$ cat config.mk
export PLATFORM = sky130hd
export DESIGN_NAME = gcp_scale
export DESIGN_NICKNAME = d
export VERILOG_FILES = /design/src/rtl/gcp_pkg.sv /design/src/rtl/gcp_scale.sv
export SDC_FILE = /design/constraint.sdc
export NUM_CORES = 2
export LEC_CHECK = 0
export ABC_CLOCK_PERIOD_IN_PS = 16000
export BUFFER_PORTS_ARGS = -buffer_cell sky130_fd_sc_hd__buf_2
export CORE_ASPECT_RATIO = 1.4
export CORE_MARGIN = 5
export CORE_UTILIZATION = 55
export DETAILED_ROUTE_END_ITERATION = 8
export PLACE_DENSITY_LB_ADDON = 0.15
export REMOVE_ABC_BUFFERS = 1
export SLEW_MARGIN = 15
export SYNTH_ARGS = -nofsm -noshare
export SYNTH_HDL_FRONTEND = slang
export SYNTH_SLANG_ARGS = --single-unit
export TNS_END_PERCENT = 20
$ cat constraint.sdc
create_clock -name clk -period 16 [get_ports clk]
set_input_delay 2.4 -clock clk [delete_from_list [all_inputs] [get_ports clk]]
set_output_delay 2.4 -clock clk [all_outputs]
set_load 0.1 [all_outputs]
$ cat src/rtl/gcp_pkg.sv
// Shared types, constants and register codes of the component prediction block.
package gcp_pkg;

    localparam int FRAC_BITS_DEF = 16;
    // Width that holds the exact product of a 31-bit unsigned and a 32-bit signed value.
    localparam int PROD_FULL_W = 63;
    // The survival probability is always unsigned Q1.16.
    localparam int PROB_FRAC = 16;

    localparam int REG_IDX_W = 3;
    localparam int REG_DATA_W = 31;

    localparam logic [REG_IDX_W-1:0] REG_SURVIVAL  = 3'd0;
    localparam logic [REG_IDX_W-1:0] REG_TIME_STEP = 3'd1;
    localparam logic [REG_IDX_W-1:0] REG_NOISE_PX  = 3'd2;
    localparam logic [REG_IDX_W-1:0] REG_NOISE_PY  = 3'd3;
    localparam logic [REG_IDX_W-1:0] REG_NOISE_VX  = 3'd4;
    localparam logic [REG_IDX_W-1:0] REG_NOISE_VY  = 3'd5;

    localparam logic [16:0] SURVIVAL_RST  = 17'd62259;
    localparam logic [30:0] TIME_STEP_RST = 31'd65536;
    localparam logic [30:0] NOISE_RST     = 31'd6554;

    localparam logic [1:0] LAST_ROW = 2'd3;

    localparam logic signed [31:0] SAT_HI = 32'sh7FFFFFFF;
    localparam logic signed [31:0] SAT_LO = 32'sh80000000;
    localparam logic [30:0] W31_MAX = 31'h7FFFFFFF;

    typedef enum logic [2:0] {
        S_LOAD,
        S_MUL1,
        S_ADD1,
        S_MUL2,
        S_SUM
    } gcp_state_t;

    typedef struct packed {
        logic       mul1;
        logic       add1;
        logic       mul2;
        logic       sum;
        logic [1:0] row;
    } gcp_ctl_t;

endpackage

$ cat src/rtl/gcp_scale.sv
// Weight scaling by the survival probability and the time-scaled noise term.
module gcp_scale
    import gcp_pkg::*;
#(
    parameter int FRAC_BITS = FRAC_BITS_DEF
)
(
    input  logic                                   clk,
    input  logic                                   en,
    input  logic [30:0]                            time_step,
    input  logic [30:0]                            noise,
    input  logic [16:0]                            prob,
    input  logic [30:0]                            held_w,
    output logic signed [PROD_FULL_W-FRAC_BITS-1:0] diag,
    output logic [30:0]                            weight
);

    localparam int RW = PROD_FULL_W - FRAC_BITS;
    localparam int WW = 49;
    localparam logic signed [PROD_FULL_W-1:0] RND = PROD_FULL_W'(64'sd1 <<< (FRAC_BITS - 1));
    localparam logic [WW-1:0] PROB_RND = WW'(1) << (PROB_FRAC - 1);

    logic signed [PROD_FULL_W-1:0] mul_full;
    logic signed [PROD_FULL_W-1:0] mul_sh;
    logic [WW-1:0]                 w_full;
    logic [32:0]                   w_sh;
    logic [30:0]                   w_sat;
    logic signed [RW-1:0]          diag_reg;
    logic [30:0]                   weight_reg;

    always_comb
    begin
        mul_full = $signed({1'b0, time_step}) * $signed({1'b0, noise});
        mul_sh = (mul_full + RND) >>> FRAC_BITS;
        w_full = WW'(prob) * WW'(held_w) + PROB_RND;
        w_sh = w_full[PROB_FRAC +: 33];
        w_sat = (w_sh[32:31] != 2'b00) ? W31_MAX : w_sh[30:0];
    end

    always_ff @(posedge clk)
    begin
        if (en)
        begin
            diag_reg <= mul_sh[RW-1:0];
            weight_reg <= w_sat;
        end
    end

    assign diag = diag_reg;
    assign weight = weight_reg;

endmodule

Word-level counts from Yosys, hierarchy flattened
Index checks and enable logic that the tools add are counted.
Widths: inputs -> output; s select.

storage, ports and cells
  register bits after elaboration = 78
  bits of input ports = 112
  output and inout bits = 78

operators by class
  add/sub/neg operators = 2
  multiply operators = 2
  reductions and logical operators = 1

operators by type and width
  cell                    count
  $add 62x16->63 const B  1
  $mul 31x31->62          1
  $add 48x16->49 const B  1
  $mul 17x31->48          1
  $reduce_bool 2->1       1

Depth between registers and ports, before layout
  depth after elaboration = 3
  mapped depth = 28
  mapped depth without buffers = 26

Least setup slack after synthesis
No wires, ideal clock.

  path type = input to register
  start point = input time_step[12]
  end point = register diag_reg[38] (netlist: diag[38]) (data pin)
  library setup time = 203 ps
  arrival time = 9000 ps
  required time = 15797 ps
  path slack = 6797 ps
  stages = 23
  cells stage by stage = clkbuf_1 nand2_1 fa_1 fa_1 inv_1 fa_1 inv_1 fa_1 fa_1 fa_1 inv_1 fa_1 fa_1 ha_1 a21oi_1 o21ai_0 o311a_1 a41o_1 o211ai_1 o21ai_2 o211a_1 mux2i_1 a2111oi_1

on the way
  longest elaborated chain between the ends = 2

RTL lines
  what                  line             RTL
  start, declared       gcp_scale.sv:10  input logic [30:0] time_step,
  $mul 31x31->62        gcp_scale.sv:33  mul_full = $signed({1'b0, time_step}) * $signed({1'b0, noise});
  $add 62x16->63        gcp_scale.sv:34  mul_sh = (mul_full + RND) >>> FRAC_BITS;
  via mul_sh[38]        gcp_scale.sv:24  logic signed [PROD_FULL_W-1:0] mul_sh;
  end signal, assigned  gcp_scale.sv:44  diag_reg <= mul_sh[RW-1:0];
  end, declared         gcp_scale.sv:28  logic signed [RW-1:0] diag_reg;

The timed path passes the listed nets, and every way through them passes these cells.
A chain may end at the register's enable or synchronous reset.

Final worst setup path
  start point = input time_step[15]
  end point = register diag_reg[38] (netlist: diag[38]) (data pin)

The elaborated chain is that of the path after synthesis.

==> out/metrics.yaml <==
start_util_pct: 55.4
drt_iter0_markers: 1791
cts_max_path_buffers: 2
start_kind: "input port"
drt-total-wl_um: 143000
synth-edff-count: 78
drt_pass1_iterations: 7
nets: 7357
postCtsSetupRepairBufs: 0
design_area_um2: 52900
fin_tns_setup_ps: 0
min_period_ps: 10910
cts_hold_buf: 0
vias: 37320
gp_congestion: 0.897
crit_path_max_fanout: 31
cts_tree: "done"
die-area_um2: 99400
min-delay-path-class: "in -> reg"
core_region_area_um2: 92500
cp.arrival_ps: 11010
ys_ff_latch: 78
postCtsResizedCells: 0
grt_max_degree: 43
clock_sinks: 78
status: "finished clean"
largest_reg_flops: 47
drc: 0
synth_top_cell_area_share_pct: 49.8
endpoint_kind: "flop"
synth_flop_cell: "edfxtp_1"
grt_util_all_layers_pct: 29.6
wire_per_inst_um: 21.1
via_per_inst: 5.53
rows: 132
grt_pass1_vias: 41486
port_buffers: 189
chipWidth_um: 268
finalSetupViolations: 0
syn_to_final_growth_pct: 3.39
synth_seq_area_share_pct: 4.57
syn_inst: 5621
numCtsBuffers: 9
yosys_warnings: 0
fin_util_pct: 57.2
period_share_pct: 68.2
synth_mux_area_share_pct: 0.0195
final_cells: 6754
slew_headroom_pct: 39.0
yosys.cell_types.count: 68
antenna_found_initial: 11
critPathKind: "in -> reg"
cts-root-buf: "clkbuf_16"
synthArstFlopShare_pct: 0
timing_max_transition_violations_final: 0
boundaryPins: 190
gr-total-overflow: 0
hpwl_um: 114000
required_ps: 16100
synthXorXnorAreaFrac_pct: 1.28
synthTopCellsByArea: "fa_1, ha_1, inv_1"
cap_violations: 0
place_inst: 6733
synth_compound_area_share_pct: 4.03
worst_slew_pin_slew_ps: 907
syn_area_um2: 51200
synth_top_family_by_area: "adder cells"
synth_top_area_cell: "fa_1"
rsz0062_at_grt: "false"
synth_area_per_cell_um2: 9.11
ant_nets: 0
clkSlewWorstSetupHoldPaths_ps: 60
post_dp_cell_area_um2: 52600
drive_gt1_share_pct: 4.33
synth_fa_ha_area_share_pct: 60.4
synth-simple-area-share_pct: 17.1
max_freq_mhz: 91.6
hold_violations: 0
cts.htree.levels: 3
grt_pass1_wl_um: 227000
dieHeight_um: 371
## cell type report
cell class / instances / area [um^2]
multi-input cells: 3832 / 42400
inverters: 1414 / 5310
clock inverters: 6 / 86.3
clock buffers: 10 / 229
well taps: 1206 / 1510
repair buffers: 203 / 1050
fillers: 8452 / 39500
flip-flops and latches: 78 / 2340
diodes: 5 / 12.5
## worst max-delay path: stages
cell and delay (ps):
buf_2 570, and2_1 250, fa_1 480, fa_1 550, inv_1 60, fa_1 700, fa_1 510, fa_1 540
inv_1 50, fa_1 390, fa_1 520, inv_1 50, fa_1 480, inv_1 40, ha_1 460, nand4_1 350
nor3_1 500, o311a_1 250, a41o_1 290, o211ai_1 360, o21ai_2 340, o211a_1 220, mux2i_1 100, a2111oi_1 540
## routing by layer
metal	vias to the layer above	part of all wire (%)	global-route usage, %
li1	16135	-	-
met1	19559	36	34.2
met2	1214	53	53.6
met3	406	5.1	4.13
met4	6	6.4	14.8
met5	-	0.030	0
## cells by family (layout without fill, tap and decap cells)
logic type | after synthesis | in the layout
flip-flops | 78 | 78
XOR/XNOR | 75 | 75
multiplexers | 1 | 1
AND/OR/NAND/NOR | 1745 | 1745
adder cells (fa/ha/maj) | 1707 | 1707
AO/OA/AOI/OAI | 304 | 304
buffers and inverters | 1711 | 1633
other | 0 | 5
## worst paths after layout
path | slack (ps) | start | to | depth (start not counted)
setup / recovery | 5090 | time_step[15] | diag[38]$_DFFE_PP_ | 24
hold / removal | 2540 | en | diag[41]$_DFFE_PP_ | 1
## Yosys cell counts (6+ instances only)
library cell,n
nor2b_1,9
clkbuf_1,284
nor2_1,46
xor2_1,32
ha_1,433
o21a_1,7
and3_1,13
a21oi_1,90
o21ai_0,46
a21o_1,54
a31oi_1,14
xnor2_1,43
buf_6,6
nand3_1,39
a211oi_1,12
fa_1,1274
inv_1,1414
o211ai_1,11
nor3_1,17
nand2_1,805
nand4_1,28
and2_1,756
o21bai_1,11
edfxtp_1,78
## layout by cell type, fill, tap and decap left out, types with 42 or more instances in the layout
cell type	netlist	final
a21o_1	54	54
and2_1	756	756
nor2_1	46	46
o21ai_0	46	46
inv_1	1414	1414
edfxtp_1	78	78
ha_1	433	433
buf_2	2	188
xnor2_1	43	42
nand2_1	805	805
a21oi_1	90	90
fa_1	1274	1274
## metrics by stage
step / worst slack (ps) / hold slack [ps]
floorplan: 7060 / 2510
global placement: 4810 / 2930
detailed placement: 4720 / 2940
CTS: 5090 / 2530
global route: 4740 / 2560
finish: 5090 / 2540
Power is not shown: default switching activity piles up to over one toggle a cycle in this logic, so the estimate is an artifact.
