## src/rtl/gcp_pkg.sv

```systemverilog
// Shared types, constants and register codes of the component prediction block.
package gcp_pkg;

    localparam int FRAC_BITS_DEF = 16;
    // Width that holds the exact product of a 31-bit unsigned and a 32-bit signed value.
    localparam int PROD_FULL_W = 63;
    // The survival probability is always unsigned Q1.16.
    localparam int PROB_FRAC = 16;

    localparam int REG_IDX_W = 3;
    localparam int REG_DATA_W = 31;

    localparam logic [REG_IDX_W-1:0] REG_SURVIVAL  = 3'd0;
    localparam logic [REG_IDX_W-1:0] REG_TIME_STEP = 3'd1;
    localparam logic [REG_IDX_W-1:0] REG_NOISE_PX  = 3'd2;
    localparam logic [REG_IDX_W-1:0] REG_NOISE_PY  = 3'd3;
    localparam logic [REG_IDX_W-1:0] REG_NOISE_VX  = 3'd4;
    localparam logic [REG_IDX_W-1:0] REG_NOISE_VY  = 3'd5;

    localparam logic [16:0] SURVIVAL_RST  = 17'd62259;
    localparam logic [30:0] TIME_STEP_RST = 31'd65536;
    localparam logic [30:0] NOISE_RST     = 31'd6554;

    localparam logic [1:0] LAST_ROW = 2'd3;

    localparam logic signed [31:0] SAT_HI = 32'sh7FFFFFFF;
    localparam logic signed [31:0] SAT_LO = 32'sh80000000;
    localparam logic [30:0] W31_MAX = 31'h7FFFFFFF;

    typedef enum logic [2:0] {
        S_LOAD,
        S_MUL1,
        S_ADD1,
        S_MUL2,
        S_SUM
    } gcp_state_t;

    typedef struct packed {
        logic       mul1;
        logic       add1;
        logic       mul2;
        logic       sum;
        logic [1:0] row;
    } gcp_ctl_t;

endpackage

```

## src/rtl/gcp_ctrl.sv

```systemverilog
// Sequencer: takes input rows until the one with index 3, then steps the lanes through each output row.
module gcp_ctrl
    import gcp_pkg::*;
(
    input  logic     clk,
    input  logic     rst_n,
    input  logic     in_valid,
    input  logic     in_last,
    input  logic     out_free,
    output logic     in_stall,
    output gcp_ctl_t ctl
);

    gcp_state_t state_reg;
    gcp_state_t state_next;
    logic [1:0] row_reg;
    logic [1:0] row_next;

    always_ff @(posedge clk or negedge rst_n)
    begin
        if (!rst_n)
        begin
            state_reg <= S_LOAD;
            row_reg <= '0;
        end
        else
        begin
            state_reg <= state_next;
            row_reg <= row_next;
        end
    end

    always_comb
    begin
        state_next = state_reg;
        row_next = row_reg;
        in_stall = 1'b1;
        ctl = '0;
        ctl.row = row_reg;
        case (state_reg)
            S_LOAD:
            begin
                in_stall = 1'b0;
                if (in_valid && in_last)
                begin
                    state_next = S_MUL1;
                    row_next = '0;
                end
            end
            S_MUL1:
            begin
                ctl.mul1 = 1'b1;
                state_next = S_ADD1;
            end
            S_ADD1:
            begin
                ctl.add1 = 1'b1;
                state_next = S_MUL2;
            end
            S_MUL2:
            begin
                ctl.mul2 = 1'b1;
                state_next = S_SUM;
            end
            S_SUM:
            begin
                // Hold the finished row until the output register has room.
                if (out_free)
                begin
                    ctl.sum = 1'b1;
                    row_next = row_reg + 2'd1;
                    state_next = (row_reg == LAST_ROW) ? S_LOAD : S_MUL1;
                end
            end
            default:
            begin
                state_next = S_LOAD;
            end
        endcase
    end

endmodule

```

## config.mk

```make
export PLATFORM = sky130hd
export DESIGN_NAME = gcp_ctrl
export DESIGN_NICKNAME = d
export VERILOG_FILES = /design/src/rtl/gcp_pkg.sv /design/src/rtl/gcp_ctrl.sv
export SDC_FILE = /design/constraint.sdc
export NUM_CORES = 1
export LEC_CHECK = 0
export BUFFER_PORTS_ARGS = -buffer_cell sky130_fd_sc_hd__buf_2
export CORE_AREA = 2 2 39 41
export DETAILED_ROUTE_END_ITERATION = 12
export DIE_AREA = 0 0 41 43
export PLACE_DENSITY_LB_ADDON = 0.08
export SLEW_MARGIN = 20
export SYNTH_ARGS = -nofsm -noshare
export SYNTH_HDL_FRONTEND = slang
export SYNTH_SLANG_ARGS = --single-unit
```

## constraint.sdc

```tcl
create_clock -name clk -period 3.1 [get_ports clk]
set_input_delay 0.62 -clock clk [delete_from_list [all_inputs] [get_ports clk]]
set_output_delay 0.62 -clock clk [all_outputs]
set_load 0.02 [all_outputs]
```

# == Yosys cells after proc, flatten, opt, wreduce, memory -nomap -nowiden ==
# Cells that the tools add are included.
# classes
addsub,1
n_mul,0
div_mod_pow,0
magnitude_cmp,0
eq_ne,7
shift,0
muxes,13
bitwise,0
n_reduce_logical,5
# ops
op,n
$pmux W3 S5,1
$mux W1,7
$eq A3 B2 Y1 const B,2
$mux W3,2
$mux W2,2
$ne A2 B2 Y1 const B,2
$pmux W2 S2,1
$eq A3 B1 Y1 const B,1
$eq A3 B3 Y1 const B,1
$logic_not A3 Y1,1
$reduce_and A3 Y1,1
$add A2 B1 Y2 const B,1
$eq A2 B2 Y1 const B,1
$reduce_and A2 Y1,1
$reduce_bool A2 Y1,1
$logic_and A1 B1 Y1,1
# totals
reg_bits,5
latchBits,0
ram_bits,0
romBits,0
input_bits,5
out_inout_bits,7
elab_cells,28
memories,0

# == Logic depth before layout (Yosys ltp) ==
# depth
ltp_word,4
mapped_depth,4
depth_no_buf,4

# == Worst setup path before layout ==
# No wires, ideal clock.
# synth_path
kind,reg2out
startpoint,register state_reg[2]
endpoint,output port ctl[4] in the netlist's numbering
t_arrival_ns,1.051
required_ns,2.480
setup_slack_ns,1.429
stages_incl_launch_ff,3
path_buffers,1
cell_sequence,dfrtp_1 -> buf_2 -> nor3b_1
# synth_lines
element,line,rtl
start: declaration,gcp_ctrl.sv:14,gcp_state_t state_reg;
start signal: assignment,gcp_ctrl.sv:28,state_reg <= state_next;
end: declaration,gcp_ctrl.sv:11,output gcp_ctl_t ctl

# == Worst setup path after layout ==
# layout_path
startpoint,register state_reg[2]
endpoint,output port in_stall
# layout_via
elab_chain_cells,2
# layout_lines
element,line,rtl
$logic_not A3 Y1,gcp_ctrl.sv:40,case (state_reg)
$mux W1,gcp_ctrl.sv:40,
end: declaration,gcp_ctrl.sv:10,"output logic in_stall,"
# No other way between the ends.

==> results.sh <==
export IMPL_maxCapViolations=0
export IMPL_portBuffers=11
export IMPL_fmax_ghz=0.519
export IMPL_cp_max_fo=10
export IMPL_synth_most_common_cell="dfrtp_1"
export IMPL_r2r_start="state_reg[0]"
export IMPL_ff2ff_setup_slack_ns=1.84
export IMPL_synth_area_leaders="dfrtp_1 44%, o2bb2ai_1 6.1%, nor3b_1 5.2%"
export IMPL_cp_end_kind="primary output"
export IMPL_nNetsFinal=51
export IMPL_grt_pass1_wl_microns=1040
export IMPL_syn_nets=36
export IMPL_gp_congestion=0.659
export IMPL_min_period_ns=1.93
export IMPL_path_clk_slew_ns=0.04
export IMPL_synth_distinct_cells=19
export IMPL_drv_slew=0
export IMPL_worstPathRequired_ns=2.48
export IMPL_power_density_nw_per_um2=1050
export IMPL_cts_tree="done"
export IMPL_synthCells=30
export IMPL_wl_per_cell_microns=11.1
export IMPL_worstPathCellList="or3_2 -> buf_2"
export IMPL_n_antenna_cell=0
export IMPL_hold_buffers=0
export IMPL_drive_gt1_share_pct=38.6
export IMPL_ff2ff_path_depth=3
export IMPL_outcome="finished, final reports clean"
export IMPL_io_pins=12
export IMPL_drtIter0Drc=0
export IMPL_synth_common_cells="5 x dfrtp_1, 3 x nor2_1"
export IMPL_finalSetupTns_ns=0
export IMPL_synth_edff_count=0
export IMPL_synth_top_area_share_pct=43.7
export IMPL_clk_latency_ns=0.24
export IMPL_firstDrtPassIters=1
export IMPL_hold_viol_final=0
export IMPL_largest_register_ffs=3
export IMPL_htreeDepth=1
export IMPL_root_buffer="clkbuf_4"
export IMPL_dieArea_sq_um=1760
export IMPL_num_vias=266
export IMPL_yosysSeqAreaShare_pct=43.7
export IMPL_gr_total_overflow=0
export IMPL_synth_flop_cell="dfrtp_1"
export IMPL_relSlewSlack_pct=80.8
export IMPL_routed_via_density=4.43
export IMPL_worstSetupPathType="reg -> out"
export IMPL_tightestPinTransition_ns=0.288
export IMPL_start_util_pct=20.7
export IMPL_hold_class="in -> async"
export IMPL_drtAntennaViolNets=0
export IMPL_cts_buffers_inserted=3
export IMPL_grt_usage_pct=9.32
export IMPL_ys_warn_count=0
export IMPL_rsz0062_at_grt="no"
export IMPL_async_flop_share_pct=100
export IMPL_core_rowCount=14
export IMPL_grt_max_degree=11
export IMPL_die_x_microns=41
export IMPL_timing_final_crit_share_pct=62.1
export IMPL_hold_slack_ns=0.186
export IMPL_antenna_found_initial=0
export IMPL_post_cts_buffers=0
export IMPL_start_kind="flop"
export IMPL_clock_sinks=5
export IMPL_grt_pass1_vias=276
export IMPL_route_detailed_drc=0
export IMPL_yosysTopAreaCell="dfrtp_1"
export IMPL_cts_resized=0
export IMPL_yosys_register_bits=5
export IMPL_critical_path_slowest_cell="dfrtp_1"
export IMPL_netlist_area_sq_um=287
export IMPL_dieHeight_microns=43
export IMPL_leakage_nw=0.189
export IMPL_ir_worst_vdd_v=0.000356
export IMPL_syn_area_per_cell_sq_um=9.55
export IMPL_syn_to_final_growth_pct=33.6
export IMPL_clock_skew_final_ns=0.00143
export IMPL_slowest_delay_ns=0.47
export IMPL_critical_path_arrival_ns=1.31
export IMPL_r2r_end="row_reg[0]"
export IMPL_hpwl_microns=538
export IMPL_finalSetupViolCount=0
export IMPL_core_area_sq_um=1380
export IMPL_cts_buffer_depth=2
export IMPL_routed_wl_microns=667
-- power breakdown --
group / switching [mW] / leakage [nW] / internal, mW
sequential: 0.0404 / 0.0653 / 0.0927
combinational: 0.112 / 0.108 / 0.0849
clock: 0.0240 / 0.0150 / 0.0485
total: 0.176 / 0.189 / 0.226
-- cell type report --
cell class	instances	area, sq um
flip-flops and latches	5	125
multi-input cells	22	149
repair buffers	11	55.1
fillers	161	1000
inverters	2	7.51
well taps	16	20.0
clock buffers	4	26.3
-- worst max-delay path by stage --
stage               endpoint  slack [ns]  cells after the start         start
floorplan             ctl[4]        1.43                      2  state_reg[2]
global placement      ctl[2]        1.41                      4      out_free
detailed placement    ctl[2]        1.40                      4      out_free
CTS                 in_stall        1.16                      2  state_reg[2]
global route        in_stall        1.11                      2  state_reg[0]
finish              in_stall        1.17                      2  state_reg[2]
-- layer usage --
layer / up-vias / part of all wire, % / global-route usage, %
met1: 123 / 39 / 8.61
met3: 0 / 7.0 / 1.57
li1: 136 / - / -
met2: 7 / 54 / 15.0
met5: - / 0 / 0
met4: 0 / 0 / 10.0
-- metrics by stage --
stage / setup WS, ns / total power [mW] / area, sq um / util (%) / instances
6_report: 1.17 / 0.402 / 383 / 27.7 / 60
5_1_grt: 1.11 / 0.437 / 383 / 27.7 / 60
4_1_cts: 1.16 / 0.411 / 383 / 27.7 / 60
3_5_place_dp: 1.40 / 0.332 / 357 / 25.8 / 56
3_3_place_gp: 1.41 / 0.329 / 357 / 25.8 / 56
2_1_floorplan: 1.43 / 0.271 / 287 / - / 30
-- critical path, delay by kind of cell (launching register included) --
family                 cells  cell delay, ns
flip-flops                 1            0.47
AND/OR/NAND/NOR            1            0.43
buffers and inverters      1            0.17
-- cell usage in the layout (no fill, tap or decap) --
master,n
or3_2,1
nand2_1,2
or4b_1,1
and3b_2,1
nand2b_1,1
ha_1,1
clkbuf_4,3
o21bai_1,1
inv_1,2
a21oi_1,2
o21ai_1,1
dfrtp_1,5
o22ai_1,1
nor2_1,3
buf_2,11
or2_1,1
or2_2,1
o32a_1,1
clkbuf_1,1
o2bb2ai_1,2
nor3b_1,2
-- logic make-up after synthesis --
group                      share of synthesized area (%)
buffers and inverters                               4.37
DFF                                                 43.7
adders and majority gates                           4.37
and+or+nand+nor                                     28.0
AOI/OAI and AO/OA                                   19.7
Power figures use the tool's default switching activity.
