File: src/rtl/gcp_pkg.sv
// Shared types, constants and register codes of the component prediction block.
package gcp_pkg;

    localparam int FRAC_BITS_DEF = 16;
    // Width that holds the exact product of a 31-bit unsigned and a 32-bit signed value.
    localparam int PROD_FULL_W = 63;
    // The survival probability is always unsigned Q1.16.
    localparam int PROB_FRAC = 16;

    localparam int REG_IDX_W = 3;
    localparam int REG_DATA_W = 31;

    localparam logic [REG_IDX_W-1:0] REG_SURVIVAL  = 3'd0;
    localparam logic [REG_IDX_W-1:0] REG_TIME_STEP = 3'd1;
    localparam logic [REG_IDX_W-1:0] REG_NOISE_PX  = 3'd2;
    localparam logic [REG_IDX_W-1:0] REG_NOISE_PY  = 3'd3;
    localparam logic [REG_IDX_W-1:0] REG_NOISE_VX  = 3'd4;
    localparam logic [REG_IDX_W-1:0] REG_NOISE_VY  = 3'd5;

    localparam logic [16:0] SURVIVAL_RST  = 17'd62259;
    localparam logic [30:0] TIME_STEP_RST = 31'd65536;
    localparam logic [30:0] NOISE_RST     = 31'd6554;

    localparam logic [1:0] LAST_ROW = 2'd3;

    localparam logic signed [31:0] SAT_HI = 32'sh7FFFFFFF;
    localparam logic signed [31:0] SAT_LO = 32'sh80000000;
    localparam logic [30:0] W31_MAX = 31'h7FFFFFFF;

    typedef enum logic [2:0] {
        S_LOAD,
        S_MUL1,
        S_ADD1,
        S_MUL2,
        S_SUM
    } gcp_state_t;

    typedef struct packed {
        logic       mul1;
        logic       add1;
        logic       mul2;
        logic       sum;
        logic [1:0] row;
    } gcp_ctl_t;

endpackage

File: src/rtl/gcp_lane.sv
// One column lane: forms the F*P entry and then the predicted covariance entry.
module gcp_lane
    import gcp_pkg::*;
#(
    parameter int FRAC_BITS = FRAC_BITS_DEF
)
(
    input  logic                                   clk,
    input  gcp_ctl_t                               ctl,
    input  logic [30:0]                            time_step,
    input  logic signed [31:0]                     top,
    input  logic signed [31:0]                     low,
    input  logic signed [31:0]                     partner,
    input  logic signed [PROD_FULL_W-FRAC_BITS-1:0] diag,
    input  logic                                   diag_en,
    output logic signed [31:0]                     a,
    output logic signed [31:0]                     res
);

    localparam int RW = PROD_FULL_W - FRAC_BITS;
    localparam int AW = RW + 1;
    localparam int SW = RW + 2;
    localparam logic signed [PROD_FULL_W-1:0] RND = PROD_FULL_W'(64'sd1 <<< (FRAC_BITS - 1));
    localparam logic signed [AW-1:0] A_HI = AW'(SAT_HI);
    localparam logic signed [AW-1:0] A_LO = AW'(SAT_LO);
    localparam logic signed [SW-1:0] S_HI = SW'(SAT_HI);
    localparam logic signed [SW-1:0] S_LO = SW'(SAT_LO);

    logic signed [31:0]            mul_op;
    logic signed [PROD_FULL_W-1:0] mul_full;
    logic signed [PROD_FULL_W-1:0] mul_sh;
    logic signed [RW-1:0]          mul_rnd;
    logic signed [RW-1:0]          prod_reg;
    logic signed [RW-1:0]          prod_used;
    logic signed [RW-1:0]          diag_used;
    logic signed [AW-1:0]          a_sum;
    logic signed [31:0]            a_sat;
    logic signed [31:0]            a_reg;
    logic signed [SW-1:0]          res_sum;

    always_comb
    begin
        // The shared multiplier scales the lower row first and the partner lane second.
        mul_op = ctl.mul2 ? partner : low;
        mul_full = $signed({1'b0, time_step}) * mul_op;
        mul_sh = (mul_full + RND) >>> FRAC_BITS;
        mul_rnd = mul_sh[RW-1:0];

        // Only the position rows pick up the velocity term.
        prod_used = ctl.row[1] ? '0 : prod_reg;
        a_sum = AW'(top) + AW'(prod_used);
        if (a_sum > A_HI)
            a_sat = SAT_HI;
        else if (a_sum < A_LO)
            a_sat = SAT_LO;
        else
            a_sat = a_sum[31:0];

        diag_used = diag_en ? diag : '0;
        res_sum = SW'(a_reg) + SW'(prod_reg) + SW'(diag_used);
        if (res_sum > S_HI)
            res = SAT_HI;
        else if (res_sum < S_LO)
            res = SAT_LO;
        else
            res = res_sum[31:0];
    end

    always_ff @(posedge clk)
    begin
        if (ctl.mul1 || ctl.mul2)
            prod_reg <= mul_rnd;
        if (ctl.add1)
            a_reg <= a_sat;
    end

    assign a = a_reg;

endmodule

File: config.mk
export PLATFORM = sky130hd
export DESIGN_NAME = gcp_lane
export DESIGN_NICKNAME = d
export VERILOG_FILES = /design/src/rtl/gcp_pkg.sv /design/src/rtl/gcp_lane.sv
export SDC_FILE = /design/constraint.sdc
export NUM_CORES = 2
export LEC_CHECK = 0
export BUFFER_PORTS_ARGS = -buffer_cell sky130_fd_sc_hd__buf_2
export CAP_MARGIN = 30
export CORE_ASPECT_RATIO = 0.8
export CORE_UTILIZATION = 45
export DETAILED_ROUTE_END_ITERATION = 6
export PLACE_DENSITY_LB_ADDON = 0.12
export SLEW_MARGIN = 10
export SYNTH_ARGS = -nofsm -noshare
export SYNTH_HDL_FRONTEND = slang
export SYNTH_SLANG_ARGS = --single-unit
File: constraint.sdc
create_clock -name clk -period 21.5 [get_ports clk]
set_input_delay 2.15 -clock clk [delete_from_list [all_inputs] [get_ports clk]]
set_output_delay 2.15 -clock clk [all_outputs]
set_load 0.03 [all_outputs]
# Word-level counts from Yosys, hierarchy flattened

Index checks and enable logic that the tools add are counted.

Output and inout bits: 64
Logic and storage cells: 18
Flip-flop bits (word level): 79
Bits of input ports: 182

Multipliers: 1
Magnitude comparators: 4
Mux-type cells: 6
$add $sub $neg: 4
Reduce and logical (&&, ||, !) cells: 1

Operator list:

| kind                   | number |
|---|---|
| $mux 32                | 4 |
| $add 32x47->48         | 2 |
| $mux 47                | 2 |
| $add 63x17->63 const B | 1 |
| $mul 32x32->63         | 1 |
| $add 48x47->49         | 1 |
| $gt 49x32->1 const B   | 1 |
| $lt 49x32->1 const B   | 1 |
| $gt 48x32->1 const B   | 1 |
| $lt 48x32->1 const B   | 1 |
| $logic_or 1x1->1       | 1 |

# Logic depth before layout (Yosys ltp)

Depth in word-level cells: 5
Mapped depth: 31
Mapped depth without buffers: 28

# Worst setup path after synthesis

OpenSTA, ideal clock, no wires.

Path type: in2reg
From: in ctl[3] (netlist name)
To: reg prod_reg[39] (data pin)
Required time: 21242 ps
Buffers on the path: 3
Path slack: 11418 ps
Setup time: 258 ps
Stages on the path: 29
Data arrival time: 9825 ps
Path through: clkbuf_1 > buf_1 > mux2_2 > clkbuf_1 > and2_1 > fa_1 > inv_1 > fa_1 > inv_1 > fa_1 > inv_1 > fa_1 > inv_1 > fa_1 > fa_1 > fa_1 > inv_1 > fa_1 > inv_1 > ha_1 > o22ai_1 > a211oi_1 > nor2_1 > o21ai_1 > and3_1 > o21ai_0 > o41ai_1 > a21oi_1 > xnor2_1

Cells in the longest elaborated chain, start to end: 3

RTL lines:

| element              | RTL line       | RTL |
|---|---|---|
| start, declared      | gcp_lane.sv:9  | `input gcp_ctl_t ctl,` |
| $mux 32              | gcp_lane.sv:44 | `mul_op = ctl.mul2 ? partner : low;` |
| $mul 32x32->63       | gcp_lane.sv:45 | `mul_full = $signed({1'b0, time_step}) * mul_op;` |
| $add 63x17->63       | gcp_lane.sv:46 | `mul_sh = (mul_full + RND) >>> FRAC_BITS;` |
| net mul_rnd[39]      | gcp_lane.sv:32 | `logic signed [RW-1:0] mul_rnd;` |
| end signal, assigned | gcp_lane.sv:72 | `prod_reg <= mul_rnd;` |
| end, declared        | gcp_lane.sv:33 | `logic signed [RW-1:0] prod_reg;` |

The timed path passes the listed nets, and every way through them passes these cells.
A chain may end at the register's enable or synchronous reset.

# Final worst setup path

Same ends and word-level chain as after synthesis.

==> summary.txt <==
Critical path
  • Delay-heaviest family, CP: adder cells
  • Buf/Inv on CP: 9
  • Worst EP required: 21.60 ns
  • CP Max Fanout: 33
  • Arr. time, crit path: 11.47 ns
  • Crit path launch type: input pin
  • Crit. End Element: flop
  • Max incr delay on CP: 0.77 ns
  • Critical path's most frequent cell: fa_1
  • Slowest-stage cell, CP: mux2_2
  • Crit Path Class: input pin to flop

Timing
  • Slew headroom: 29.95%
  • Final hold viol count: 0
  • Final min period: 11.37 ns
  • Fin worst setup slack: 10.13 ns
  • Final setup TNS: 0 ns
  • F_max: 0.08795 GHz
  • Tcrit/Tclk final: 52.89%
  • Fin. max-slew vios: 0
  • Worst Max-Slew Pin Slew: 1.051 ns
  • Clock skew: 0.01089 ns
  • # setup viols final: 0
  • RSZ-0062 raised after global routing: false

Logic synthesis
  • Cell Area, Synth: 42480 um^2
  • Post-synth EDFFs: 79
  • Ys async rst share: 0%
  • Synth unique cells: 73
  • Cells after Synth: 4671
  • Top_reg_cell synth: edfxtp_1
  • Register area share after synthesis: 5.585%
  • Syn Nets: 6146
  • #FFs+latches synth: 79
  • Total number of yosys warnings: 0
  • Syn avg cell area: 9.094 um^2

Drt
  • DR WL/cell: 20.43 um
  • Vias post-DR: 31.70k
  • DRC: 2
  • Total Wirelength: 121000 um
  • Post-route ant nets: 0
  • DR pass1 iterations: 7
  • Initial DRC count: 1914
  • Routed vias/inst: 5.351

Placed design
  • Placed Area: 44550 um^2
  • Input/output buffers: 243
  • Placed Instances: 5905
  • RD Place Congestion: 0.8825
  • Pre-CTS setup slack: 9.758 ns
  • Dpl hpwl: 93570 um

Job
  • MaxCap Viol Count: 0

Global routing
  • Total Routing Usage GR: 25.84%
  • Largest net degree at the start of global routing: 48
  • GRT overflow: 0
  • Initial antenna violation count: 4
  • Number of global-route vias before repair: 32.89k
  • First-pass GRT wire length: 191400 um

Floorplanning
  • Core Rows: 100
  • Io pins: 246
  • Die area: 95630 um^2
  • Core ar.: 93210 um^2
  • Chip height: 276.8 um
  • Die width: 345.5 um
  • Starting density of the core: 45.57%

Clocking
  • TritonCTS clock tree: done
  • Root buf cell: clkbuf_16
  • Reg clk slew, reported paths: 0.06 ns
  • H-tree depth: 3
  • CTS resizes: 0
  • Clock Latency Late Sink: 0.36 ns
  • Hold buffers post-CTS: 0
  • Clk buf depth: 2
  • Clk sinks: 79
  • Num CTS Buffers: 9
  • Post-CTS Setup Inserts: 0

Layout
  • # fillers: 9056
  • Largest register FFs: 47
  • FF/Latch Area: 2372 um^2
  • Layout cells sized above 1: 7.491%
  • Layout Area Growth over Synthesis: 5.626%
  • Area of the multi-input gates: 35940 um^2
  • Finished Layout Cells: 5924
  • Fin nets: 6169
  • Post-route cell area: 44870 um^2

Status
  • Failing checks: design-rule violations
  • Status: finished, violations left

Hold path
  • Hold WC Path Type: flop to flop
==> final timing paths <==
kind	startpoint	to	slack, ns	cells past startpoint
worst max-delay path	ctl[3]	prod_reg[39]	10.13	29
worst min-delay path	prod_reg[0]	a[0]	0.98	4
worst max register to register	prod_reg[0]	a[1]	16.62	15
worst min register to register	prod_reg[0]	a[0]	0.98	4
==> layer usage <==
metal	vias to the layer above	wire, um	GRT usage [%]
met5	-	13	0
met1	16300	57100	38.75
met4	2	2212	4.625
li1	14430	-	-
met2	854	54430	40.13
met3	108	7261	3.446
==> worst register-to-register path, delay by kind of cell (launching register included) <==
kind                     cells  cell delay (ns)
AND/OR/NAND/NOR              3             0.88
adder cells (fa/ha/maj)      2             0.68
flip-flops                   1             0.45
AO/OA/AOI/OAI                8             2.30
buffers and inverters        1             0.21
XOR/XNOR                     1             0.13
==> synth_stat cells (all sizes together) (12+ instances only) <==
cell type | instances | area share, %
nand2b | 19 | 0.28
xor2 | 56 | 1.2
nand2 | 466 | 4.1
nor2 | 98 | 0.87
o21bai | 49 | 0.87
o21ai | 110 | 1.3
a211oi | 20 | 0.35
nand3 | 37 | 0.44
nand4 | 30 | 0.44
o21a | 12 | 0.21
inv | 864 | 7.6
a21oi | 149 | 1.8
xnor2 | 77 | 1.6
a31oi | 12 | 0.23
a21o | 75 | 1.3
mux2 | 27 | 0.72
fa | 916 | 43
o211ai | 25 | 0.47
and3 | 16 | 0.24
edfxtp | 79 | 5.6
nor2b | 201 | 3.0
clkbuf | 259 | 2.3
nor3 | 29 | 0.34
ha | 377 | 11
or2 | 18 | 0.27
and2 | 510 | 7.5
==> layout by cell type (no fill, tap or decap), types with 7 or more instances in the layout <==
cell type	Yosys	final
a211oi_1	20	20
a21o_1	75	75
a21oi_1	149	149
a31oi_1	10	10
and2_1	510	510
and3_1	16	16
and4_1	10	10
buf_2	1	243
buf_4	0	30
clkbuf_16	0	9
edfxtp_1	79	79
fa_1	916	916
ha_1	377	377
inv_1	864	864
mux2_2	27	27
nand2_1	466	466
nand2b_1	19	19
nand3_1	37	37
nand4_1	30	30
nor2_1	98	98
nor2b_1	201	201
nor3_1	29	29
nor3b_1	7	7
nor4_1	10	10
o211ai_1	23	23
o21a_1	12	12
o21ai_0	104	104
o21bai_1	49	49
o31ai_1	9	9
or2_2	18	18
xnor2_1	77	77
xor2_1	56	56
==> final cells by class <==
| cell class | instances | area share, % |
|---|---|---|
| well taps | 1224 | 3.413 |
| inverters | 864 | 7.228 |
| diodes | 1 | 0.005577 |
| repair buffers | 276 | 3.319 |
| flip-flops and latches | 79 | 5.287 |
| multi-input cells | 3464 | 80.10 |
| clock buffers | 11 | 0.5187 |
| clock inverters | 5 | 0.1311 |
==> stage by stage <==
step / hold WS [ns] / util, %
CTS: 1.019 / 48.10
floorplan: 0.8549 / -
global route: 1.022 / 48.13
finish: 0.9773 / 48.13
global placement: 1.003 / 47.77
detailed placement: 1.001 / 47.79
==> kinds of logic (layout without fill, tap and decap cells) <==
| kind of cell | Yosys count | after routing | synth area share [%] |
|---|---|---|---|
| mux | 35 | 35 | 0.9043 |
| compound gates | 528 | 528 | 8.074 |
| buf+inv | 1128 | 1156 | 10.02 |
| flops | 79 | 79 | 5.585 |
| other cells | 0 | 1 | 0 |
| simple gates | 1475 | 1475 | 18.40 |
| fa+ha+maj | 1293 | 1293 | 54.28 |
| xor+xnor | 133 | 133 | 2.742 |
Power is left out: the tool's default activity adds up to more than one toggle a clock period on the data nets, which glitch-free logic cannot reach.
